==> config.mk <==
export PLATFORM = sky130hd
export DESIGN_NAME = skvt_cell
export DESIGN_NICKNAME = d
export VERILOG_FILES = /design/src/rtl/core/skvt_pkg.sv /design/src/rtl/core/skvt_cell.sv
export SDC_FILE = /design/constraint.sdc
export NUM_CORES = 1
export LEC_CHECK = 0
export BUFFER_PORTS_ARGS = -buffer_cell sky130_fd_sc_hd__buf_2
export CAP_MARGIN = 20
export CORE_AREA = 2 2 251 253
export CTS_BUF_LIST = sky130_fd_sc_hd__clkbuf_4
export DETAILED_ROUTE_END_ITERATION = 16
export DIE_AREA = 0 0 253 255
export GPL_TIMING_DRIVEN = 0
export PLACE_DENSITY = 0.42
export SLEW_MARGIN = 20
export SYNTH_ARGS = -nofsm -noshare
export SYNTH_HDL_FRONTEND = slang
export SYNTH_SLANG_ARGS = --single-unit
==> constraint.sdc <==
create_clock -name clk -period 11.3 [get_ports clk]
set_input_delay 2.26 -clock clk [delete_from_list [all_inputs] [get_ports clk]]
set_output_delay 2.26 -clock clk [all_outputs]
set_load 0.01 [all_outputs]
==> src/rtl/core/skvt_pkg.sv <==
// ----------------------------------------------------------------------------
// Sorted key/value table package
// Item types, command and status codes shared by the table core, its cells
// and its checker.
// ----------------------------------------------------------------------------
package skvt_pkg;

  localparam int KEY_W     = 64;
  localparam int VALUE_W   = 64;
  localparam int ENTRIES_W = 5;

  // Command codes carried in the command field of an input item.
  localparam logic [1:0] CMD_INSERT = 2'd0;
  localparam logic [1:0] CMD_LOOKUP = 2'd1;
  localparam logic [1:0] CMD_DELETE = 2'd2;
  localparam logic [1:0] CMD_LIST   = 2'd3;

  // Status codes carried in the status field of a result item.
  localparam logic [2:0] ST_OK       = 3'd0;
  localparam logic [2:0] ST_FULL     = 3'd1;
  localparam logic [2:0] ST_DUP      = 3'd2;
  localparam logic [2:0] ST_NOTFOUND = 3'd3;
  localparam logic [2:0] ST_EMPTY    = 3'd4;

  typedef struct packed {
    logic [1:0]         command;
    logic [KEY_W-1:0]   key;
    logic [VALUE_W-1:0] value;
  } cmd_item_t;

  typedef struct packed {
    logic [2:0]           status;
    logic [KEY_W-1:0]     found_key;
    logic [VALUE_W-1:0]   found_value;
    logic [ENTRIES_W-1:0] entries_used;
    logic                 last;
  } rsp_item_t;

  // One stored pair.
  typedef struct packed {
    logic [KEY_W-1:0]   key;
    logic [VALUE_W-1:0] value;
  } entry_t;

  // Per-cycle control broadcast to every cell of the chain.
  typedef struct packed {
    logic insert_en;
    logic delete_en;
    logic rotate_en;
  } cell_ctrl_t;

endpackage

==> src/rtl/core/skvt_cell.sv <==
// ----------------------------------------------------------------------------
// Sorted table cell
// Holds one key/value pair, compares it against the broadcast key and takes
// data from a neighbor when the chain shifts for insert, delete or list.
// ----------------------------------------------------------------------------
module skvt_cell (
  input  logic               clk,
  input  skvt_pkg::cell_ctrl_t ctrl,
  input  logic               occupied,
  input  skvt_pkg::entry_t   new_entry,
  input  logic               left_gt,
  input  skvt_pkg::entry_t   left_entry,
  input  skvt_pkg::entry_t   right_entry,
  input  skvt_pkg::entry_t   rot_entry,
  input  logic               seen_in,
  output logic               gt,
  output logic               eq,
  output logic               seen_out,
  output skvt_pkg::entry_t   entry
);
  import skvt_pkg::*;

  // Compare the broadcast key with the stored one; empty cells never match.
  assign gt       = occupied && (new_entry.key > entry.key);
  assign eq       = occupied && (new_entry.key == entry.key);
  assign seen_out = seen_in || eq;

  // Insert opens a gap at the first cell not below the new key, delete pulls
  // from the right at and after the match, and list rotates the used cells.
  always_ff @(posedge clk) begin
    if (ctrl.insert_en) begin
      if (!left_gt) begin
        entry <= left_entry;
      end else if (!gt) begin
        entry <= new_entry;
      end
    end else if (ctrl.delete_en) begin
      if (seen_out) begin
        entry <= right_entry;
      end
    end else if (ctrl.rotate_en) begin
      entry <= rot_entry;
    end
  end

endmodule

After elaboration in Yosys (flattened, before gate mapping)
Index checks and enable logic that the tools add are counted.
{"block": "classes", "n_mux": 6, "n_eq_ne": 3, "n_lt_le_gt_ge": 1, "reduce_logical": 5}
{"operator": "$mux 128", "n": 6}
{"operator": "$eq 64x64->1", "n": 1}
{"operator": "$gt 64x64->1", "n": 1}
{"operator": "$ne 3x1->1 const B", "n": 1}
{"operator": "$ne 3x3->1 const B", "n": 1}
{"operator": "$reduce_and 3->1", "n": 1}
{"operator": "$reduce_bool 3->1", "n": 1}
{"operator": "$logic_and 1x1->1", "n": 2}
{"operator": "$logic_or 1x1->1", "n": 1}
{"block": "word_totals", "word_cells": 17, "in_bits": 519, "ff_bits": 128}

Longest topological paths before layout
Gate-level depths: netlist of run 1.
{"block": "depth", "ltp_word": 6, "ltp_mapped": 9}

Worst setup path after synthesis of run 1
Ideal clock, no wire load.
{"block": "synth_path", "kind": "input to register", "startpoint": "input new_entry[109] in the netlist's numbering", "endpoint": "register entry[0] in the netlist's numbering (enable)", "path_slack_ps": 3909, "arrival_time_ps": 6882, "path_stages": 8, "n_path_buf": 0, "t_required_ps": 10791, "path_cell_list": "ha_1 -> nand4_2 -> nor4_4 -> nand3_2 -> nor4_2 -> a21o_2 -> mux2_1 -> o32a_1"}
{"block": "synth_between", "elab_chain_len": 5, "elab_cells_between_ends": 8}
{"element": "start, declared", "line_no": "skvt_cell.sv:10", "text": "input skvt_pkg::entry_t new_entry,"}
{"element": "$eq 64x64->1", "line_no": "skvt_cell.sv:25", "text": "assign eq = occupied && (new_entry.key == entry.key);"}
{"element": "$logic_and 1x1->1", "line_no": "skvt_cell.sv:25"}
{"element": "$logic_or 1x1->1", "line_no": "skvt_cell.sv:26", "text": "assign seen_out = seen_in || eq;"}
{"element": "via seen_out", "line_no": "skvt_cell.sv:18", "text": "output logic seen_out,"}
{"element": "$ne 3x1->1 (no source line)"}
{"element": "$reduce_and 3->1 (no source line)"}
{"element": "end signal, assigned", "line_no": "skvt_cell.sv:33", "text": "entry <= left_entry;"}
{"element": "end signal, assigned", "line_no": "skvt_cell.sv:35", "text": "entry <= new_entry;"}
{"element": "end signal, assigned", "line_no": "skvt_cell.sv:39", "text": "entry <= right_entry;"}
{"element": "end, declared", "line_no": "skvt_cell.sv:19", "text": "output skvt_pkg::entry_t entry"}
The timed path passes the listed nets, and every way through them passes these cells.
A chain may end at the register's enable or synchronous reset.

Final worst setup path of run 1
{"block": "layout_path", "startpoint": "input new_entry[121] in the netlist's numbering", "endpoint": "output eq"}
{"block": "layout_between", "elab_chain_len": 2}
{"element": "$eq 64x64->1", "line_no": "skvt_cell.sv:25"}
{"element": "$logic_and 1x1->1", "line_no": "skvt_cell.sv:25"}
{"element": "end, declared", "line_no": "skvt_cell.sv:17", "text": "output logic eq,"}
No other way between the ends.

==> reports/summary.txt, run 1 <==
Crit-path max FO: 3
Post-Syn Area: 0.00951 mm2
GRT busiest layer: met2
Yosys top cell area share: 40.4%
Boundary Pins: 650
Final net count: 2206
Crit-path slowest cell: nor4_2
CP top delay family: simple AND/OR/NAND/NOR gates
First-pass GRT wire length: 69300 um
Asr flop ratio synth: 0%
Worst ir drop on vdd: 0.0658 mV
Routability cong.: 0.901
WP data required: 9.04 ns
Max Freq: 145 MHz
Core ar.: 0.0622 mm2
Post-layout min period: 6.92 ns
P_leak: 6.62 nW
Die Ht: 255 um
Worst Hold Class: primary input to flop
GRT overflow: 0
Final hold vios: 0
Clock-pin slew of the registers on the worst-case setup and hold paths: 0.16 ns
Initial antenna violation count: 17
Final wirelength: 50800 um
Seq/Total Area, Yosys: 40.4%
Initial drt markers: 580
Clock Skews: 0.0387 ns
Cts-stage hold buffer count: 0
# placed instances: 2403
Cell mode on critical path: buf_2
Power after layout: 0.00151 W
Post-DP Area: 0.0138 mm2
Setup_tns: 0 ns
Max Root-Sink Buffers: 2
Post-CTS setup buffer count: 0
Status: complete, no violations
Die area: 0.0645 mm2
Top cells by area, synth: edfxtp_1 (40%), mux2i_1 (13%), a211oi_1 (10%), nor2b_1 (8.5%), ha_1 (8.4%)
Final Non-Filler Cells: 2453
Post-DP HPWL: 42500 um
Least-Margin Pin Slew: 0.956 ns
Count of different cell masters after synthesis: 34
Min-Delay Endpoint: entry[42]
Worst hold start: right_entry[42]
Crit path kind: primary input to primary output
Vias per cell: 4.17
Post-synth top area cell: edfxtp_1
Die Wd: 253 um
Remaining antenna violation count: 0
Pre-antenna DRT Iters: 5
Met2 Track Usage GR: 26.5%
Num CTS Buffers: 17
Synthesis-stage register bit count: 128
Largest stage delay, worst path: 0.62 ns
Most frequent cells after synthesis: a21oi_1 (156), a211oi_1 (130), nor2b_1 (129), edfxtp_1 (128), mux2i_1 (128)
Area delta synth->final: 49.8%
Crit path DAT: 4.66 ns
Crit end category: primary output
Port bufs: 646
R2R Path End: entry[38]
Top reg by flops: entry
Most common cell in the netlist: a21oi_1
# resized after CTS: 0
GRT Util Overall: 15.1%
Syn_area_per_cell: 9.98 um2
Layout cells sized above 1: 43.0%
Initial core utilization: 15.3%
Yosys warning total: 0
Met1 track demand over resource: 17.1%
Syn Inst Count: 953
Pin count of the biggest net entering global routing: 30
Max transition margin: 36.3%
Unrepaired setup endpoints after global routing: no
Final instance area: 0.0142 mm2
R2r setup slk: 7.26 ns
DRC: 0
Met3 usage: 4.43%
WHS Path Cells: 3
R2r worst-path depth: 11
Setup Viol. Count Final: 0
Dominant synthesized flop cell: edfxtp_1
CP Cell Sequence: buf_2 -> ha_1 -> nand4_2 -> nor4_4 -> nand3_2 -> nor4_2 -> and2_1 -> buf_2
Pwr dens: 106 mW/mm2
CP Buf/Inv Count: 2
Wire per inst: 20.7 um
Number of global-route vias before repair: 10500
CP Launch Type: primary input
Via count: 10200
Number of flops mapped to enable cells by yosys: 128
Reg2reg start: entry[95]
Max Cap Viol: 0
TritonCTS sink count: 128
Row count: 92
Clock insertion delay at the later pin of the skew report: 0.74 ns
Htree depth: 4
Biggest regs: entry x128
Max reg flops: 128
Syn nets: 1536
Fin. max-slew vios: 0
Final worst-path cycle share: 61.2%
Clock Root Buffer: clkbuf_4
CTS tree: built
==> stage by stage <==
step / setup WS [ns] / util [%] / hold WS, ns
final: 4.38 / 22.9 / 1.87
after global routing: 4.13 / 22.9 / 1.74
after CTS: 4.17 / 22.8 / 1.76
after detailed placement: 4.18 / 22.3 / 1.92
after global placement: 0.736 / 22.1 / 2.62
after floorplan: 3.91 / - / 2.51
==> routing by layer <==
layer,share of wire (%),up-vias
li1,-,4931
met1,39,4771
met2,51,438
met3,7.5,63
met4,2.6,16
met5,0.20,-
==> tightest hold or removal path: stages <==
cell and delay [ns]:
buf_2 0.08, a211oi_1 0.06, a21oi_1 0.10
==> cells by family (layout without fill, tap and decap cells) <==
| group | count (synthesis) | after routing | synth area share, % |
|---|---|---|---|
| AND/OR/NAND/NOR | 184 | 184 | 11.9 |
| adder cells (fa/ha/maj) | 64 | 64 | 8.42 |
| other | 0 | 18 | 0 |
| multiplexers | 129 | 129 | 13.6 |
| AO/OA/AOI/OAI | 309 | 309 | 20.1 |
| flip-flops | 128 | 128 | 40.4 |
| buffers and inverters | 139 | 822 | 5.51 |
==> final cells by class <==
| cell class | count | area, um2 |
|---|---|---|
| Inverter | 67 | 251 |
| Clock buffer | 17 | 128 |
| Multi-Input combinational cell | 686 | 5140 |
| Sequential cell | 128 | 3840 |
| Antenna cell | 18 | 45.0 |
| Clock inverter | 15 | 221 |
| Fill cell | 6982 | 47900 |
| Tap cell | 799 | 1000 |
| Buffer | 72 | 283 |
| Timing Repair Buffer | 651 | 3330 |
==> power breakdown <==
part | total (W) | switching, W | internal [W]
Clock | 0.000422 | 0.000239 | 0.000183
Sequential | 0.000614 | 0.0000218 | 0.000592
Combinational | 0.000476 | 0.000272 | 0.000204
Total | 0.00151 | 0.000533 | 0.000979
==> layout by cell type (no fill, tap or decap), types with 17 or more instances in the layout <==
cell type / instances
ha_1: 64
inv_1: 67
a211oi_1: 130
a21oi_1: 156
clkbuf_4: 17
mux2i_1: 128
diode_2: 18
nor2b_1: 129
buf_2: 648
clkbuf_1: 54
nand2_1: 23
edfxtp_1: 128
==> worst max path at each step <==
stage | from | endpoint | slack, ns | cells after the start
CTS | new_entry[121] | gt | 4.17 | 10
global route | new_entry[101] | gt | 4.13 | 10
finish | new_entry[121] | eq | 4.38 | 8
floorplan | new_entry[109] | entry[0] | 3.91 | 8
global placement | ctrl[2] | entry[27] | 0.74 | 4
detailed placement | new_entry[121] | gt | 4.18 | 10
Power figures use the tool's default switching activity.
==> run 2, diff against run 1 <==
--- a/config.mk
+++ b/config.mk
@@ -5,14 +5,15 @@
 export SDC_FILE = /design/constraint.sdc
 export NUM_CORES = 1
 export LEC_CHECK = 0
+export ABC_AREA = 1
 export BUFFER_PORTS_ARGS = -buffer_cell sky130_fd_sc_hd__buf_2
 export CAP_MARGIN = 20
-export CORE_AREA = 2 2 251 253
+export CORE_AREA = 2 2 249 251
 export CTS_BUF_LIST = sky130_fd_sc_hd__clkbuf_4
 export DETAILED_ROUTE_END_ITERATION = 16
-export DIE_AREA = 0 0 253 255
+export DIE_AREA = 0 0 251 253
 export GPL_TIMING_DRIVEN = 0
-export PLACE_DENSITY = 0.42
+export PLACE_DENSITY = 0.41
 export SLEW_MARGIN = 20
 export SYNTH_ARGS = -nofsm -noshare
 export SYNTH_HDL_FRONTEND = slang
==> constraint.sdc (replaced) <==
create_clock -name clk -period 6.78 [get_ports clk]
set_input_delay 1.356 -clock clk [delete_from_list [all_inputs] [get_ports clk]]
set_output_delay 1.356 -clock clk [all_outputs]
set_load 0.01 [all_outputs]
==> reports/summary.txt, run 2 <==
Row count: 91
Initial drt markers: 682
Area delta synth->final: 52.3%
Complex-gate fraction of the synthesized area: 27.7%
Reg2reg start: entry[69]
# resized after CTS: 0
Seq/Total Area, Yosys: 43.9%
Pin count of the biggest net entering global routing: 74
Status: complete, no violations
Clock insertion delay at the later pin of the skew report: 0.68 ns
DRC: 0
Clock Skews: 0.0374 ns
Fin. max-slew vios: 0
Top reg by flops: entry
Syn_area_per_cell: 8.48 um2
Cts-stage hold buffer count: 0
Yosys warning total: 0
Commonest non-fill, non-tap cell in the layout: buf_2
Most frequent cells after synthesis: o21ai_0 (209), nor2_1 (152), a22oi_1 (128), edfxtp_1 (128), inv_1 (93)
# placed instances: 2473
Crit path kind: primary input to primary output
Min-Delay Endpoint: entry[0]
Crit end category: primary output
Post-Syn Area: 0.00876 mm2
Setup Viol. Count Final: 0
Clk pwr share: 25.8%
Asr flop ratio synth: 0%
Setup_tns: 0 ns
Port bufs: 648
Layout cells sized above 1: 42.8%
Max reg flops: 128
WHS Path Cells: 3
Final worst-path cycle share: 66.0%
First-pass GRT wire length: 71500 um
Most common cell in the netlist: o21ai_0
Filler instances: 6959
Die Ht: 253 um
Max Freq: 223 MHz
Pwr dens: 183 mW/mm2
Final wirelength: 51100 um
Biggest regs: entry x128
Clock-pin slew of the registers on the worst-case setup and hold paths: 0.15 ns
Pint: 0.00158 W
Gate power share: 31.5%
GRT overflow: 0
Worst ir drop on vdd: 0.0981 mV
Post-synth top area cell: edfxtp_1
Via count: 10700
Clock Root Buffer: clkbuf_4
Initial antenna violation count: 23
Syn nets: 1617
Worst hold start: right_entry[0]
Most frequent cells in the layout: buf_2 (689), o21ai_0 (209), nor2_1 (152)
Switch share: 35.5%
Unrepaired setup endpoints after global routing: no
Crit-path max FO: 2
Seq pwr share: 42.7%
Psw: 0.000866 W
R2R Path End: entry[39]
CTS tree: built
Mux cell area share after synthesis: 0%
Top cells by area, synth: edfxtp_1 (44%), o21ai_0 (12%), a22oi_1 (11%), ha_1 (9.1%), nor2_1 (6.5%)
Post-CTS setup buffer count: 0
Boundary Pins: 650
Max Cap Viol: 0
Max Root-Sink Buffers: 2
Synth Area in Adders: 9.14%
Final Non-Filler Cells: 2514
GRT Util Overall: 15.6%
Final net count: 2285
Die Wd: 251 um
Synth Area in XOR/XNOR: 0%
TritonCTS sink count: 128
Num CTS Buffers: 17
Number of flops mapped to enable cells by yosys: 128
Crit path DAT: 3.12 ns
R2r worst-path depth: 13
Vias per cell: 4.24
Pre-antenna DRT Iters: 4
Yosys top cell area share: 43.9%
R2r setup slk: 3.41 ns
Wire per inst: 20.3 um
Post-layout min period: 4.48 ns
P_leak: 6.37 nW
Worst Hold Class: primary input to flop
Post-DP HPWL: 41700 um
Htree depth: 4
Simple-Gate Fraction of Synth Area: 11.5%
Core ar.: 0.0610 mm2
Least-Margin Pin Slew: 0.645 ns
Syn Inst Count: 1034
Final hold vios: 0
Remaining antenna violation count: 0
Dominant synthesized flop cell: edfxtp_1
Max transition margin: 57.0%
Number of global-route vias before repair: 10800
Count of different cell masters after synthesis: 22
Die area: 0.0635 mm2
Synthesis-stage register bit count: 128
Largest family of logic cells by synthesized area: compound AO/OA/AOI/OAI gates
Initial core utilization: 14.4%
WP data required: 5.42 ns
Routability cong.: 0.909
CP Launch Type: primary input
[run 2: cell types whose count changed in the layout (fill, tap and decap cells not counted), sizes merged, moves of 19 or more]
cell    delta
o21ai    +252
nor2     +150
a21oi    -131
a211oi   -130
nor2b    -129
mux2i    -128
a22oi    +127
nand2     +69
clkbuf    -32
buf       +31
inv       +19
[run 2: layout make-up]
| type | count | area, um2 | area share [%] |
|---|---|---|---|
| multi-input combinational | 740 | 4240 | 31.7 |
| clock inverter | 11 | 141 | 1.06 |
| tap | 790 | 988 | 7.41 |
| antenna | 10 | 25.0 | 0.187 |
| timing repair buffer | 649 | 3270 | 24.5 |
| clock buffer | 20 | 150 | 1.12 |
| sequential | 128 | 3840 | 28.8 |
| buffer | 70 | 323 | 2.42 |
| inverter | 96 | 368 | 2.76 |
[run 2: critical path, cell delays in order]
cell and delay, ns:
buf_2 0.11, ha_1 0.29, nand2_1 0.07, nor2_1 0.18, nand4_1 0.15, nor2_1 0.42
nand2_1 0.18, nand2_2 0.09, inv_2 0.04, nand2_1 0.05, inv_1 0.03, buf_2 0.14
[run 2: worst max path at each step]
stage | startpoint | to | slack (ns) | cells after the start
after floorplan | new_entry[119] | entry[0] | 1.43 | 13
after global placement | new_entry[71] | entry[21] | -1.31 | 12
after detailed placement | new_entry[71] | gt | 2.24 | 12
after CTS | new_entry[71] | gt | 2.24 | 12
after global routing | new_entry[71] | gt | 2.09 | 12
final | new_entry[71] | gt | 2.30 | 12
[run 2: metal layers]
metal	global-route usage [%]	wire length, um	vias up
met5	0	100	-
met4	5.92	1500	14
met1	18.0	20700	4954
met3	5.16	4070	86
li1	-	-	5061
met2	26.7	24800	549
[run 2: cells by family after synthesis]
group | after synthesis
flops | 128
buf+inv | 166
fa+ha+maj | 64
simple gates | 257
compound gates | 419
[run 2: power groups by stage]
stage | Sequential, W | Clock, W | Combinational, W
2_1_floorplan | 0.00111 | 0 | 0.000294
3_3_place_gp | 0.00107 | 0 | 0.000773
3_5_place_dp | 0.00106 | 0 | 0.000780
4_1_cts | 0.00104 | 0.000681 | 0.000783
5_1_grt | 0.00105 | 0.000698 | 0.000860
6_report | 0.00104 | 0.000630 | 0.000769
[run 2: per-stage QoR]
step	hold slack (ns)	utilization [%]	total power, W	cell area, um2	setup slack (ns)
6_report	0.974	21.9	0.00244	13300	2.30
2_1_floorplan	1.57	-	0.00141	8760	1.43
4_1_cts	0.794	21.8	0.00251	13300	2.24
3_5_place_dp	1.64	21.4	0.00184	13000	2.24
3_3_place_gp	1.66	21.3	0.00185	13000	-1.31
5_1_grt	0.873	21.8	0.00261	13300	2.09
==> run 3, diff against run 2 <==
==> constraint.sdc (replaced) <==
create_clock -name clk -period 4.3 [get_ports clk]
set_input_delay 0.86 -clock clk [delete_from_list [all_inputs] [get_ports clk]]
set_output_delay 0.86 -clock clk [all_outputs]
set_load 0.01 [all_outputs]
==> reports/summary.txt, run 3 (synthesis results as in run 2) <==
Status: complete, no violations
Fin. max-slew vios: 0
Biggest regs: entry x128
Post-CTS setup buffer count: 0
GRT Util Overall: 14.8%
CP top delay family: simple AND/OR/NAND/NOR gates
# resized after CTS: 0
Crit path kind: flop to primary output
Cts-stage hold buffer count: 0
Boundary Pins: 650
Htree depth: 4
P_leak: 6.38 nW
Initial antenna violation count: 11
Final net count: 2288
Num CTS Buffers: 17
Post-DP HPWL: 40000 um
Switch share: 36.2%
WP data required: 3.44 ns
Max reg flops: 128
Worst ir drop on vdd: 0.169 mV
Clock-pin slew of the registers on the worst-case setup and hold paths: 0.15 ns
GRT overflow: 0
Number of global-route vias before repair: 10700
Cell mode on critical path: nand2_1
Die Ht: 253 um
Psw: 0.00138 W
Multi-input logic area: 0.00424 mm2
Clock Root Buffer: clkbuf_4
Area delta synth->final: 52.8%
Power after layout: 0.00380 W
Seq pwr share: 43.0%
CP Launch Type: flop
Routability cong.: 0.978
Remaining antenna violation count: 0
Final wirelength: 48500 um
Max Cap Viol: 0
Largest stage delay, worst path: 0.44 ns
Die area: 0.0635 mm2
CP Buf/Inv Count: 4
Most frequent cells in the layout: buf_2 (689), o21ai_0 (209), nor2_1 (152)
Crit path DAT: 2.83 ns
Setup Viol. Count Final: 0
Pint: 0.00242 W
Worst hold start: right_entry[67]
Crit end category: primary output
Row count: 91
Gate power share: 32.2%
DRC: 0
Core ar.: 0.0610 mm2
Port bufs: 648
Crit-path slowest cell: nor2_1
Clock Skews: 0.0252 ns
CP Cell Sequence: inv_1 -> ha_1 -> nand2_1 -> nor2_1 -> nand4_1 -> nor2_1 -> nand2_1 -> nand2_2 -> inv_2 -> nand2_1 -> inv_1 -> buf_2
Reg2reg start: entry[71]
CTS tree: built
TritonCTS sink count: 128
Final hold vios: 0
Initial core utilization: 14.4%
Vias per cell: 4.17
First-pass GRT wire length: 68300 um
Crit-path max FO: 2
Pin count of the biggest net entering global routing: 33
Filler instances: 6919
Final worst-path cycle share: 85.8%
Max transition margin: 56.0%
Pre-antenna DRT Iters: 5
Initial drt markers: 620
Layout cells sized above 1: 43.0%
Least-Margin Pin Slew: 0.660 ns
Unrepaired setup endpoints after global routing: no
Register area: 0.00384 mm2
Commonest non-fill, non-tap cell in the layout: buf_2
CP startpoint: entry[71]
Die Wd: 251 um
Worst hold slack: 0.448 ns
Max Root-Sink Buffers: 2
Post-layout min period: 3.69 ns
Clock insertion delay at the later pin of the skew report: 0.71 ns
Pwr dens: 284 mW/mm2
Wire per inst: 19.3 um
Top reg by flops: entry
Clk pwr share: 24.8%
Max Freq: 271 MHz
Worst Hold Class: primary input to flop
Via count: 10500
==> run 3: cell types whose count changed in the layout (fill, tap and decap cells not counted), sizes merged <==
cell	delta
buf	+3
bufinv	-1
clkbuf	-3
clkinv	-1
clkinvlp	+3
diode	-2
inv	+3
==> run 3: through the flow <==
step,cells,worst slack [ns],instance area [um2],setup TNS [ns],util [%]
6_report,2516,0.611,13400,0,21.9
5_1_grt,2512,0.268,13400,0,21.9
4_1_cts,2508,0.372,13400,0,21.9
3_5_place_dp,2476,0.319,13100,0,21.4
3_3_place_gp,2472,-1.77,13000,-223.91,21.3
2_1_floorplan,1034,0.0743,8770,0,-
==> run 3: final cells by class <==
type,instances,area share [%]
clock buffer,17,0.953
buffer,70,2.41
multi-input combinational,740,31.6
clock inverter,15,1.20
sequential,128,28.7
timing repair buffer,652,24.8
antenna,8,0.150
tap,790,7.38
inverter,96,2.72
==> run 3: routing by layer <==
| layer | GRT usage, % | vias up | part of all wire [%] |
|---|---|---|---|
| met1 | 16.1 | 4835 | 39 |
| met3 | 5.86 | 64 | 9.5 |
| met2 | 25.6 | 514 | 49 |
| li1 | - | 5076 | - |
| met5 | 0 | - | 0.085 |
| met4 | 6.48 | 6 | 3.2 |
==> run 3: path summary, 6_finish.rpt <==
check	slack, ns	end	cells past startpoint
worst max register to register	1.02	entry[44]	14
worst min register to register	1.72	entry[110]	11
worst min-delay path	0.45	entry[67]	3
worst max-delay path	0.61	gt	12
==> run 3: power by group through the flow <==
stage	Clock (W)	Sequential, W	Combinational (W)
detailed placement	0	0.00167	0.00124
global placement	0	0.00168	0.00122
finish	0.000944	0.00164	0.00122
CTS	0.00101	0.00164	0.00125
global route	0.00104	0.00166	0.00137
floorplan	0	0.00175	0.000464
==> run 3: tightest hold or removal path, stage by stage <==
cell     delay, ns
buf_2         0.08
a22oi_1       0.05
o21ai_0       0.07
